$ cat src/rtl/calendar_clock_counter_top_macros.svh
// assertion macros for the calendar clock counter
`ifndef CALENDAR_CLOCK_COUNTER_TOP_MACROS_SVH
`define CALENDAR_CLOCK_COUNTER_TOP_MACROS_SVH
`ifndef SYNTHESIS
`define CAL_ASSERT(label, prop, msg) \
  label: assert property (@(posedge clk) disable iff (!rst_n) prop) else $error(msg);
`define CAL_ASSERT_ALWAYS(label, prop, msg) \
  label: assert property (@(posedge clk) prop) else $error(msg);
`else
`define CAL_ASSERT(label, prop, msg)
`define CAL_ASSERT_ALWAYS(label, prop, msg)
`endif
`endif

$ cat src/rtl/cal_pkg.sv
`default_nettype none
package cal_pkg;

  localparam int YEAR_W   = 16;
  localparam int MONTH_W  = 4;
  localparam int DAY_W    = 5;
  localparam int HOUR_W   = 5;
  localparam int MIN_W    = 6;
  localparam int SEC_W    = 6;
  localparam int MOD25_W  = 5;
  localparam int FIELD_W  = YEAR_W + MONTH_W + DAY_W + HOUR_W + MIN_W + SEC_W;
  localparam int TDATA_W  = ((FIELD_W + 7) / 8) * 8;

  localparam int SEC_LIMIT    = 60;
  localparam int MIN_LIMIT    = 60;
  localparam int HOUR_LIMIT   = 24;
  localparam int MONTH_LAST   = 12;
  localparam int MOD25_LAST   = 24;

  localparam int DAYS_LONG     = 31;
  localparam int DAYS_SHORT    = 30;
  localparam int DAYS_FEB      = 28;
  localparam int DAYS_FEB_LEAP = 29;

  // residue of a year mod 25 from its nibbles: weights of 16^i mod 25
  localparam int NIB1_WEIGHT = 16;
  localparam int NIB2_WEIGHT = 6;
  localparam int NIB3_WEIGHT = 21;
  localparam int MOD_RECIP   = 41;
  localparam int MOD_SHIFT   = 10;
  localparam int MOD_BASE    = 25;
  localparam int MOD_SUM_W   = 10;
  localparam int MOD_PROD_W  = 15;

  localparam logic [YEAR_W-1:0]  RESET_YEAR   = 16'd2025;
  localparam logic [MONTH_W-1:0] RESET_MONTH  = 4'd1;
  localparam logic [DAY_W-1:0]   RESET_DAY    = 5'd1;
  localparam logic [HOUR_W-1:0]  RESET_HOUR   = 5'd12;
  localparam logic [MIN_W-1:0]   RESET_MINUTE = 6'd0;
  localparam logic [SEC_W-1:0]   RESET_SECOND = 6'd0;
  localparam logic [MOD25_W-1:0] RESET_MOD25  = 5'd0;

  typedef enum logic {
    CMD_TICK = 1'b0,
    CMD_LOAD = 1'b1
  } cal_cmd_t;

  typedef struct packed {
    logic [YEAR_W-1:0]  year;
    logic [MONTH_W-1:0] month;
    logic [DAY_W-1:0]   day;
    logic [HOUR_W-1:0]  hour;
    logic [MIN_W-1:0]   minute;
    logic [SEC_W-1:0]   second;
  } cal_time_t;

  typedef struct packed {
    cal_time_t          t;
    logic [MOD25_W-1:0] ymod25;
  } cal_state_t;

  typedef struct packed {
    cal_cmd_t           cmd;
    cal_time_t          set_time;
    logic [MOD25_W-1:0] set_mod25;
  } cal_item_t;

  function automatic logic [DAY_W-1:0] days_for_month(input logic [MONTH_W-1:0] m,
                                                      input logic leap);
    logic [DAY_W-1:0] d;
    case (m)
      4'd2:    d = leap ? DAY_W'(DAYS_FEB_LEAP) : DAY_W'(DAYS_FEB);
      4'd4:    d = DAY_W'(DAYS_SHORT);
      4'd6:    d = DAY_W'(DAYS_SHORT);
      4'd9:    d = DAY_W'(DAYS_SHORT);
      4'd11:   d = DAY_W'(DAYS_SHORT);
      default: d = DAY_W'(DAYS_LONG);
    endcase
    return d;
  endfunction

endpackage
`default_nettype wire

$ cat src/rtl/calendar_clock_counter_top.sv
// result path: input register, then the clock state register, which also holds the result
// throughput: one item per cycle while the output is not stalled by out_tready; the tick
//   carry chain and leap check sit between the two registers, the year mod 25 residue is
//   folded in ahead of the input register
// reset (synchronous, active low): 2025-01-01 12:00:00, both channels empty
`default_nettype none
`include "calendar_clock_counter_top_macros.svh"
module calendar_clock_counter_top (
  input  wire logic                         clk,
  input  wire logic                         rst_n,
  input  wire logic                         in_tvalid,
  output logic                              in_tready,
  // set_year, set_month, set_day, set_hour, set_minute, set_second, zero pad
  input  wire logic [cal_pkg::TDATA_W-1:0]  in_tdata,
  // cmd
  input  wire logic                         in_tuser,
  output logic                              out_tvalid,
  input  wire logic                         out_tready,
  // year_now, month_now, day_now, hour_now, minute_now, second_now, zero pad
  output logic      [cal_pkg::TDATA_W-1:0]  out_tdata
);

  logic                        in_valid_r, in_valid_nxt;
  cal_pkg::cal_item_t          item_r, item_nxt;
  logic                        out_valid_r, out_valid_nxt;
  cal_pkg::cal_state_t         state_r, state_nxt;
  cal_pkg::cal_state_t         step_out;
  logic [cal_pkg::MOD25_W-1:0] set_mod25;
  logic                        advance;
  logic                        in_xfer;

  cal_mod25 u_mod25 (
    .year   (in_tdata[cal_pkg::YEAR_W-1:0]),
    .ymod25 (set_mod25)
  );

  cal_step u_step (
    .cur  (state_r),
    .item (item_r),
    .nxt  (step_out)
  );

  assign advance   = in_valid_r && (!out_valid_r || out_tready);
  assign in_tready = !in_valid_r || advance;
  assign in_xfer   = in_tvalid && in_tready;

  always_comb begin
    item_nxt              = item_r;
    item_nxt.cmd          = cal_pkg::cal_cmd_t'(in_tuser);
    item_nxt.set_time.year   = in_tdata[15:0];
    item_nxt.set_time.month  = in_tdata[19:16];
    item_nxt.set_time.day    = in_tdata[24:20];
    item_nxt.set_time.hour   = in_tdata[29:25];
    item_nxt.set_time.minute = in_tdata[35:30];
    item_nxt.set_time.second = in_tdata[41:36];
    item_nxt.set_mod25       = set_mod25;
    if (!in_xfer) begin
      item_nxt = item_r;
    end
  end

  always_comb begin
    in_valid_nxt = in_xfer ? 1'b1 : (advance ? 1'b0 : in_valid_r);
    if (advance) begin
      out_valid_nxt = 1'b1;
    end else if (out_tready) begin
      out_valid_nxt = 1'b0;
    end else begin
      out_valid_nxt = out_valid_r;
    end
    state_nxt = advance ? step_out : state_r;
  end

  always_ff @(posedge clk) begin
    item_r <= item_nxt;
    if (!rst_n) begin
      in_valid_r        <= 1'b0;
      out_valid_r       <= 1'b0;
      state_r.t.year    <= cal_pkg::RESET_YEAR;
      state_r.t.month   <= cal_pkg::RESET_MONTH;
      state_r.t.day     <= cal_pkg::RESET_DAY;
      state_r.t.hour    <= cal_pkg::RESET_HOUR;
      state_r.t.minute  <= cal_pkg::RESET_MINUTE;
      state_r.t.second  <= cal_pkg::RESET_SECOND;
      state_r.ymod25    <= cal_pkg::RESET_MOD25;
    end else begin
      in_valid_r  <= in_valid_nxt;
      out_valid_r <= out_valid_nxt;
      state_r     <= state_nxt;
    end
  end

  assign out_tvalid = out_valid_r;
  assign out_tdata  = {{(cal_pkg::TDATA_W - cal_pkg::FIELD_W){1'b0}},
                       state_r.t.second, state_r.t.minute, state_r.t.hour,
                       state_r.t.day, state_r.t.month, state_r.t.year};

  // a tick always leaves second, minute, hour and month inside their ranges
  `CAL_ASSERT(a_tick_in_range, advance && (item_r.cmd == cal_pkg::CMD_TICK) |=> (state_r.t.second < 6'd60) && (state_r.t.minute < 6'd60) && (state_r.t.hour < 5'd24) && (state_r.t.month <= 4'd12), "tick left a field out of range")
  // the clock state only moves when an item goes through the step logic
  `CAL_ASSERT(a_state_hold, !advance |=> $stable(state_r), "clock state changed without an item")
  // a year carry on a tick lands in january
  `CAL_ASSERT(a_new_year, advance && (item_r.cmd == cal_pkg::CMD_TICK) && (step_out.t.year != state_r.t.year) |=> (state_r.t.month == 4'd1), "year carry not into january")
  // year residue mod 25 stays a valid residue
  `CAL_ASSERT(a_mod25_range, state_r.ymod25 <= 5'd24, "year residue out of range")
  // a new result only appears after an item moved through
  `CAL_ASSERT(a_out_from_step, $rose(out_valid_r) |-> $past(advance), "result without an item")
  `CAL_ASSERT_ALWAYS(a_reset_empty, !rst_n |=> !out_valid_r && !in_valid_r, "channels not empty after reset")

endmodule
`default_nettype wire

$ cat src/rtl/cal_mod25.sv
`default_nettype none
module cal_mod25 (
  input  wire logic [cal_pkg::YEAR_W-1:0]  year,
  output logic      [cal_pkg::MOD25_W-1:0] ymod25
);

  logic [cal_pkg::MOD_SUM_W-1:0]  nib_sum;
  logic [cal_pkg::MOD_PROD_W-1:0] recip_prod;
  logic [cal_pkg::MOD25_W-1:0]    quot;
  logic [cal_pkg::MOD_SUM_W-1:0]  rem;

  // fold nibbles with their weights mod 25, sum stays below 661
  assign nib_sum = cal_pkg::MOD_SUM_W'(year[3:0])
                 + cal_pkg::MOD_SUM_W'(year[7:4])
                   * cal_pkg::MOD_SUM_W'(cal_pkg::NIB1_WEIGHT)
                 + cal_pkg::MOD_SUM_W'(year[11:8])
                   * cal_pkg::MOD_SUM_W'(cal_pkg::NIB2_WEIGHT)
                 + cal_pkg::MOD_SUM_W'(year[15:12])
                   * cal_pkg::MOD_SUM_W'(cal_pkg::NIB3_WEIGHT);

  // 41/1024 approximates 1/25 closely enough over that range
  assign recip_prod = cal_pkg::MOD_PROD_W'(nib_sum) * cal_pkg::MOD_PROD_W'(cal_pkg::MOD_RECIP);
  assign quot       = recip_prod[cal_pkg::MOD_PROD_W-1:cal_pkg::MOD_SHIFT];
  assign rem        = nib_sum
                    - cal_pkg::MOD_SUM_W'(quot) * cal_pkg::MOD_SUM_W'(cal_pkg::MOD_BASE);
  assign ymod25     = rem[cal_pkg::MOD25_W-1:0];

endmodule
`default_nettype wire

$ cat src/rtl/cal_step.sv
`default_nettype none
module cal_step (
  input  wire cal_pkg::cal_state_t cur,
  input  wire cal_pkg::cal_item_t  item,
  output cal_pkg::cal_state_t      nxt
);

  logic                          leap;
  logic [cal_pkg::SEC_W-1:0]     sec_inc;
  logic [cal_pkg::MIN_W-1:0]     min_inc;
  logic [cal_pkg::HOUR_W-1:0]    hour_inc;
  logic [cal_pkg::DAY_W-1:0]     day_inc;
  logic [cal_pkg::MONTH_W-1:0]   month_inc;
  logic                          roll_s, roll_m, roll_h, roll_d, roll_mo;
  logic [cal_pkg::DAY_W-1:0]     month_days;
  logic [cal_pkg::YEAR_W-1:0]    year_inc;
  logic [cal_pkg::MOD25_W-1:0]   mod_inc;
  cal_pkg::cal_state_t           ticked;

  // leap: div by 4 and not by 100, or div by 400 (16 and 25)
  assign leap = ((cur.t.year[1:0] == 2'd0) && (cur.ymod25 != '0))
             || ((cur.t.year[3:0] == 4'd0) && (cur.ymod25 == '0));

  // every stage checks its own limit on each tick
  assign sec_inc  = cur.t.second + 1'b1;
  assign roll_s   = sec_inc >= cal_pkg::SEC_W'(cal_pkg::SEC_LIMIT);
  assign min_inc  = roll_s ? cur.t.minute + 1'b1 : cur.t.minute;
  assign roll_m   = min_inc >= cal_pkg::MIN_W'(cal_pkg::MIN_LIMIT);
  assign hour_inc = roll_m ? cur.t.hour + 1'b1 : cur.t.hour;
  assign roll_h   = hour_inc >= cal_pkg::HOUR_W'(cal_pkg::HOUR_LIMIT);
  assign day_inc  = roll_h ? cur.t.day + 1'b1 : cur.t.day;

  assign month_days = cal_pkg::days_for_month(cur.t.month, leap);
  assign roll_d     = day_inc > month_days;
  assign month_inc  = roll_d ? cur.t.month + 1'b1 : cur.t.month;
  assign roll_mo    = month_inc > cal_pkg::MONTH_W'(cal_pkg::MONTH_LAST);

  // year wraps to 0, whose residue is 0 as well
  assign year_inc = cur.t.year + 1'b1;
  assign mod_inc  = ((cur.t.year == '1)
                    || (cur.ymod25 == cal_pkg::MOD25_W'(cal_pkg::MOD25_LAST)))
                    ? '0 : cur.ymod25 + 1'b1;

  always_comb begin
    ticked.t.second = roll_s ? '0 : sec_inc;
    ticked.t.minute = roll_m ? '0 : min_inc;
    ticked.t.hour   = roll_h ? '0 : hour_inc;
    ticked.t.day    = roll_d ? cal_pkg::DAY_W'(1) : day_inc;
    ticked.t.month  = roll_mo ? cal_pkg::MONTH_W'(1) : month_inc;
    ticked.t.year   = roll_mo ? year_inc : cur.t.year;
    ticked.ymod25   = roll_mo ? mod_inc : cur.ymod25;
  end

  always_comb begin
    case (item.cmd)
      cal_pkg::CMD_LOAD: begin
        nxt.t      = item.set_time;
        nxt.ymod25 = item.set_mod25;
      end
      default: begin
        nxt = ticked;
      end
    endcase
  end

endmodule
`default_nettype wire
$ cat config.mk
export PLATFORM = sky130hd
export DESIGN_NAME = calendar_clock_counter_top
export DESIGN_NICKNAME = d
export VERILOG_FILES = /design/src/rtl/cal_pkg.sv /design/src/rtl/calendar_clock_counter_top.sv /design/src/rtl/cal_mod25.sv /design/src/rtl/cal_step.sv
export VERILOG_INCLUDE_DIRS = /design/src /design/src/rtl
export SDC_FILE = /design/constraint.sdc
export NUM_CORES = 1
export LEC_CHECK = 0
export BUFFER_PORTS_ARGS = -buffer_cell sky130_fd_sc_hd__buf_2
export CORE_ASPECT_RATIO = 1.25
export CORE_MARGIN = 1
export CORE_UTILIZATION = 35
export CTS_BUF_LIST = sky130_fd_sc_hd__clkbuf_16
export DETAILED_ROUTE_END_ITERATION = 16
export GPL_TIMING_DRIVEN = 0
export PLACE_DENSITY = 0.49
export SLEW_MARGIN = 20
export SYNTH_ARGS = -nofsm -noshare
export SYNTH_HDL_FRONTEND = slang
export SYNTH_HIERARCHICAL = 1
export SYNTH_SLANG_ARGS = --single-unit
export TNS_END_PERCENT = 20
$ cat constraint.sdc
create_clock -name clk -period 20.8 [get_ports clk]
set_input_delay 6.24 -clock clk [delete_from_list [all_inputs] [get_ports clk]]
set_output_delay 6.24 -clock clk [all_outputs]
set_load 0.05 [all_outputs]
==> flow_summary.toml, run 1 <==
[critical_path]
cp-start-kind = "primary input"
endpoint_kind = "flip-flop"
crit-reg2reg-capture = "state_r[3]"
reg2reg_slack_ns = 15.59
crit_path_top_delay_cell = "fa_1"
worstSetupPathType = "in -> reg"
cp.arrival_ns = 14.38
cpMostUsedCell = "ha_1"
r2r_cells = 19
critical_path.startpoint = "in_tdata[9]"
cpPeakStageDelay_ns = 0.54
critical_path_peak_fanout = 5
crit_buf_inv = 6
crit_required_ns = 20.90
r2r_start = "out_tdata[36]"
crit_family = "adder cells"

[sta]
finalSetupViolCount = 0
finClkSkew_ns = 0.01063
period_needed_ns = 14.29
finalHoldViolations = 0
tightestPinTransition_ns = 0.8575
grt_setup_unrepaired = "false"
max-slew-margin-rel_pct = 42.62
fmax_ghz = 0.07000
fin_tns_setup_ns = 0
fin_crit_sh_pct = 68.68
drv_slew = 0

[grt]
antenna_found_initial = 0
grt_max_degree = 49
grt.overflow.total = 0
grt_first_pass_wirelength_mm = 32.49
grt_pass1_vias = 6261
grtUsageTotal_pct = 17.93

[final_layout]
layout_common_cells = "nand2_1 (132), buf_2 (93), inv_1 (90), ha_1 (78), buf_4 (50)"
final_common_cell = "nand2_1"
syn2layout_area_growth_pct = 13.82
drive_above_1_share_pct = 19.58
nets = 1133
antenna_cells = 0

[synthesis]
synth_top_area_share_pct = 18.01
yosysSeqAreaShare_pct = 30.27
synthCells = 881
async_reset_ff_share_pct = 0
synth.area.top_cells = "edfxtp_1 (18%), dfxtp_1 (12%), ha_1 (12%)"
synth.avg_cell_area_um2 = 9.082
synth_ff_type = "dfxtp_1"
yosys_warnings = 6
ys_ff_latch = 97
synth_cell_types = 83
synth_top_area_cell = "edfxtp_1"
synth_edf_count = 48
netlist_area_um2 = 8001

[clocking]
clk-insertion-delay-late_ns = 0.36
htree_levels = 3
cts_buffers = 9
clock_path_buffers = 2
clk_pin_slew_ns = 0.07
cts.sinks = 97
ctsResizeCount = 0
cts_hold_buf = 0
post_cts_buffers = 0
cts_tree = "built"
cts_root_buf = "clkbuf_16"

[min_path]
hold_path.class = "reg -> reg"
holdPathEnd = "out_tdata[18]"
min_path_cells = 2
min_from = "out_tdata[18]"

[drt]
dr_wl_met3_um = 514
initialDrtViolationCount = 252
drcViolationCount = 0
wl_mm = 20.18
drt-wirelength-per-cell_um = 15.84
antenna_left = 0
routed.top_layer = "met4"
viasPerCell = 4.984
dr.pass1.iters = 4
drt-met1-wl_mm = 8.820
dr_wl_met2_mm = 10.58
vias = 6350

[die]
num_rows = 61
initial_core_util_pct = 35.78
die_area_um2 = 23470
ios = 103
die_h_um = 171.0
coreArea_um2 = 22360
chipWidth_um = 137.2

[placed_design]
gp_congestion = 0.8156
port_buffers = 89
hpwl_mm = 15.68

[flow_run]
cap_violations = 0

[run_status]
status = "complete, no violations"
==> routing by layer <==
metal / vias to the layer above / GRT usage (%)
met5: - / 0
met3: 19 / 2.193
met1: 3011 / 21.03
li1: 3229 / -
met2: 91 / 33.73
met4: 0 / 4.682
==> metrics by stage <==
step	hold WS [ns]	instance area (um2)	util, %	instances	setup slack, ns
3_3_place_gp	0.4730	8820	39.44	1258	6.069
3_5_place_dp	0.4753	8822	39.45	1258	6.056
5_1_grt	0.5152	9107	40.73	1274	6.018
4_1_cts	0.4852	9107	40.73	1274	6.419
6_report	0.4807	9107	40.73	1274	6.514
2_1_floorplan	0.4469	8020	-	886	6.919
==> cell usage after synthesis, types with 4 or more instances <==
cell and instances:
dfxtp_1 49, o21ai_0 37, buf_2 4, clkbuf_1 21
xnor2_1 28, o311ai_1 11, or2_2 4, nand2_1 132
nor2b_1 8, nand4_1 5, o31ai_1 17, ha_1 78
nor2_1 31, xor2_1 15, and3_1 9, o311ai_0 7
and2_1 7, mux2i_1 38, fa_1 16, inv_1 88
a21o_1 7, nand4b_1 4, edfxtp_1 48, o21ai_1 10
nor3b_1 4, buf_4 50, o21a_1 5, nor3_1 7
or3_1 4, o211ai_1 8, nand3_1 25, a21oi_1 25
==> kinds of logic after synthesis <==
kind of cell / Yosys count / synth area share (%)
AOI/OAI and AO/OA: 171 / 15.75
xor gates and xnor gates: 47 / 5.755
adders and majority gates: 94 / 16.20
buffers and inverters: 172 / 11.31
DFF: 97 / 30.27
muxes: 43 / 5.489
other: 1 / 0.04687
and+or+nand+nor: 256 / 15.18
==> final cells by class <==
type | instances | area, um2
fill | 2321 | 13260
multi-input combinational | 617 | 4696
sequential | 97 | 2422
buffer | 83 | 570.5
timing repair buffer | 89 | 445.4
tap | 283 | 354.1
inverter | 89 | 334.1
clock buffer | 10 | 250.2
clock inverter | 6 | 35.03
==> registers in the layout (all words and copies together), names as in the netlist <==
name	flops
out_tdata	42
out_tvalid	1
in_valid_r	1
state_r	5
item_r	48
==> worst max path at each step <==
stage	to	slack, ns	cells past startpoint
finish	item_r[4]	6.51	34
global route	item_r[4]	6.02	35
CTS	item_r[4]	6.42	34
detailed placement	item_r[4]	6.06	34
global placement	item_r[4]	6.07	34
floorplan	item_r[4]	6.92	33
==> worst register-to-register path: cells and delay by family, from the launching register on <==
kind / cells / cell delay [ns]
muxes: 3 / 1.03
AOI/OAI and AO/OA: 7 / 1.48
buffers and inverters: 1 / 0.38
DFF: 1 / 0.42
and+or+nand+nor: 6 / 1.24
adders and majority gates: 2 / 0.60
Power of run 1 is left out: the tool's default activity adds up to more than one toggle a clock period on the data nets, which glitch-free logic cannot reach.
==> run 2, diff against run 1 <==
PLACE_DENSITY = 0.51   (was 0.49)
clock period = 12 ns   (was 20.8 ns; I/O delays follow)
==> flow_summary.toml, run 2 (same netlist as run 1, synthesis figures left out) <==
[critical_path]
cpPeakStageDelay_ns = 0.53
critical_path_peak_fanout = 5
cp-start-kind = "primary input"
crit_required_ns = 12.08
worstSetupPathType = "in -> reg"
r2r_cells = 19
cp.arrival_ns = 11.64
endpoint_kind = "flip-flop"
cpMostUsedCell = "ha_1"
crit_path_top_delay_cell = "fa_1"

[sta]
period_needed_ns = 11.56
finalSetupViolCount = 0
fin_tns_setup_ns = 0
finClkSkew_ns = 0.01413
finalHoldViolations = 0
fin_crit_sh_pct = 96.33
max-slew-margin-rel_pct = 45.39
fmax_ghz = 0.08651
tightestPinTransition_ns = 0.8161
drv_slew = 0

[die]
die_h_um = 171.0
die_area_um2 = 23470
num_rows = 61
initial_core_util_pct = 35.78
coreArea_um2 = 22360
ios = 103
chipWidth_um = 137.2

[min_path]
min_path_cells = 2
hold_path.class = "reg -> reg"

[clocking]
cts_buffers = 9
clk_pin_slew_ns = 0.07
clk-insertion-delay-late_ns = 0.35
cts.sinks = 97
cts_root_buf = "clkbuf_16"
cts_tree = "built"
clock_path_buffers = 2
htree_levels = 3

[final_layout]
layout_common_cells = "nand2_1 (132), buf_2 (93), inv_1 (89), ha_1 (76), buf_4 (51)"
drive_above_1_share_pct = 19.96
regMostFlops = "item_r"
largest_reg_flops = 48
nets = 1134
final_common_cell = "nand2_1"
syn2layout_area_growth_pct = 14.36

[grt]
grt_max_degree = 49
grt_pass1_vias = 6331
grt_first_pass_wirelength_mm = 31.84
antenna_found_initial = 1
grtUsageTotal_pct = 17.50
grt.overflow.total = 0

[drt]
drcViolationCount = 0
wl_mm = 20.09
viasPerCell = 5.053
vias = 6447
drt-wirelength-per-cell_um = 15.75
dr.pass1.iters = 5
antenna_left = 0
initialDrtViolationCount = 271

[run_status]
status = "complete, no violations"

[placed_design]
gp_congestion = 0.8722
hpwl_mm = 15.53
port_buffers = 89

[flow_run]
cap_violations = 0
run 2: changes by cell type in the layout (fill, tap and decap cells not counted), sizes merged:
cell,delta
buf,+1
inv,-1
clkinv,+1
clkbuf,-1
diode,+1
bufinv,+1
run 2: area by class of cell:
cell class	instances	area [um2]
Sequential cell	97	2422
Clock inverter	7	71.32
Multi-Input combinational cell	617	4717
Tap cell	283	354.1
Inverter	89	334.1
Clock buffer	9	225.2
Timing Repair Buffer	90	452.9
Antenna cell	1	2.502
Fill cell	2294	13210
Buffer	83	570.5
run 2: stage by stage:
step	util [%]	hold WS (ns)	std cells	setup slack (ns)	cell area [um2]
after CTS	40.78	0.4849	1274	0.2200	9119
final	40.92	0.4774	1276	0.4401	9150
after global placement	39.44	0.4626	1258	-0.1121	8820
after detailed placement	39.45	0.4745	1258	-0.1108	8822
after global routing	40.91	0.5070	1275	-0.01443	9148
after floorplan	-	0.4469	886	0.7592	8020
run 2: worst paths after layout:
check,from,to,slack [ns]
worst max-delay path,in_tdata[9],item_r[4],0.44
worst min-delay path,out_tdata[18],out_tdata[18],0.48
worst max register to register,out_tdata[36],state_r[3],6.89
worst min register to register,out_tdata[18],out_tdata[18],0.48
run 2: repair_timing:
item / 4_1_cts / 5_1_grt
hold buffers: 0 / 0
resized for setup: 0 / 5
buffers inserted: 0 / 1
setup endpoints to repair: 0 / 1
run 2: critical path: cells and delay by family:
family / cells / cell delay, ns
and+or+nand+nor: 3 / 0.35
adders and majority gates: 13 / 4.56
AOI/OAI and AO/OA: 3 / 0.91
xor gates and xnor gates: 7 / 1.74
buffers and inverters: 6 / 0.48
run 2: per-layer routing:
layer  wire [um]  track usage [%]  up-vias
met5           0                0        -
met4         525            6.307        0
met3         718            2.252       34
met2       10390            32.61      135
met1        8454            20.06     3038
li1            -                -     3240
Power of run 2 is left out for the same reason.
==> run 3, diff against run 2 <==
CORE_UTILIZATION = 40   (was 35)
PLACE_DENSITY = 0.57   (was 0.51)
==> flow_summary.toml, run 3 (same netlist as run 1, synthesis figures left out) <==
[run_status]
status = "complete, no violations"

[sta]
finalHoldViolations = 0
fin_crit_sh_pct = 96.03
fmax_ghz = 0.08678
finalSetupViolCount = 0
drv_slew = 0
tightestPinTransition_ns = 0.7750
period_needed_ns = 11.52
fin_tns_setup_ns = 0
grt_setup_unrepaired = "false"
max-slew-margin-rel_pct = 48.33
finClkSkew_ns = 0.01301

[drt]
viasPerCell = 5.134
drcViolationCount = 0
dr.pass1.iters = 5
vias = 6453
initialDrtViolationCount = 317
drt-wirelength-per-cell_um = 15.36
wl_mm = 19.31
antenna_left = 0

[placed_design]
hpwl_mm = 14.89
port_buffers = 89
gp_congestion = 0.8831

[critical_path]
critical_path.startpoint = "in_tdata[8]"
cp-start-kind = "primary input"
r2r_start = "out_tdata[36]"
crit_path_top_delay_cell = "fa_1"
crit_required_ns = 12.08
cpMostUsedCell = "ha_1"
crit-reg2reg-capture = "state_r[3]"
critical_path_peak_fanout = 5
crit_path_end = "item_r[4]"
cpPeakStageDelay_ns = 0.54
worstSetupPathType = "in -> reg"
r2r_cells = 19
endpoint_kind = "flip-flop"
cp.arrival_ns = 11.60
crit_buf_inv = 6
reg2reg_slack_ns = 6.77
crit_family = "adder cells"
cp.depth = 34

[clocking]
cts_hold_buf = 0
cts_buffers = 9
clk_pin_slew_ns = 0.07
cts_tree = "built"
cts.sinks = 97
htree_levels = 3
clk-insertion-delay-late_ns = 0.34
cts_root_buf = "clkbuf_16"
clock_path_buffers = 2

[final_layout]
nets = 1134
nFillCells = 1978
antenna_cells = 0
layout_common_cells = "nand2_1 (132), buf_2 (93), inv_1 (90), ha_1 (78), buf_4 (51)"
drive_above_1_share_pct = 19.76
regMostFlops = "item_r"
largest_reg_flops = 48
final_common_cell = "nand2_1"
syn2layout_area_growth_pct = 13.68

[die]
die_area_um2 = 20580
coreArea_um2 = 19540
initial_core_util_pct = 40.95
ios = 103
die_h_um = 160.1
num_rows = 57
chipWidth_um = 128.5

[grt]
grt_max_degree = 49
met3_usage_pct = 2.513
grtUsageTotal_pct = 19.24
top_usage_layer = "met2"
grt_use_met1_pct = 22.58
grt_first_pass_wirelength_mm = 31.14
antenna_found_initial = 0
grt.overflow.total = 0
grt_pass1_vias = 6259
grt.met2_usage_pct = 35.26

[min_path]
hold_path.class = "reg -> reg"

[flow_run]
cap_violations = 0
==> run 3: worst min-delay path, stage by stage, from the launching register on <==
cell and delay, ns:
dfxtp_1 0.32, nand2_1 0.06, mux2i_1 0.05
==> run 3: worst min path at each step <==
stage                  startpoint             to  slack (ns)  depth (start not counted)
floorplan           out_tdata[18]  out_tdata[18]        0.45                          2
global placement    out_tdata[18]  out_tdata[18]        0.46                          2
detailed placement  out_tdata[18]  out_tdata[18]        0.47                          2
CTS                 out_tdata[18]  out_tdata[18]        0.48                          2
global route        out_tdata[18]  out_tdata[18]        0.51                          2
finish              out_tdata[18]  out_tdata[18]        0.48                          2
==> run 3: metal layers <==
metal	vias up	wire length, um
met3	30	650
met4	0	464
met1	3054	8224
li1	3239	-
met2	130	9971
met5	-	0
==> run 3: area by class of cell <==
cell class                      instances  area (um2)  area share (%)
Sequential cell                        97        2422           26.63
Clock inverter                          6       32.53          0.3576
Multi-Input combinational cell        617        4702           51.69
Tap cell                              265       331.6           3.645
Clock buffer                           10       250.2           2.751
Inverter                               89       334.1           3.673
Buffer                                 83       570.5           6.272
Timing Repair Buffer                   90       452.9           4.979
==> run 3: per-stage QoR <==
stage | util, % | worst slack [ns] | std cells | area (um2) | hold slack (ns)
detailed placement | 45.03 | -0.01487 | 1240 | 8800 | 0.4739
global placement | 45.02 | 0.04967 | 1240 | 8797 | 0.4632
global route | 46.55 | 0.06641 | 1257 | 9096 | 0.5071
finish | 46.55 | 0.4766 | 1257 | 9096 | 0.4769
floorplan | - | 0.7592 | 886 | 8020 | 0.4469
CTS | 46.48 | 0.3111 | 1256 | 9082 | 0.4839
==> run 3: what timing repair did <==
action                                  4_1_cts  5_1_grt
endpoints found under the setup margin        0        1
resized for setup                             0        3
buffers inserted                              0        1
Power of run 3 is left out for the same reason.
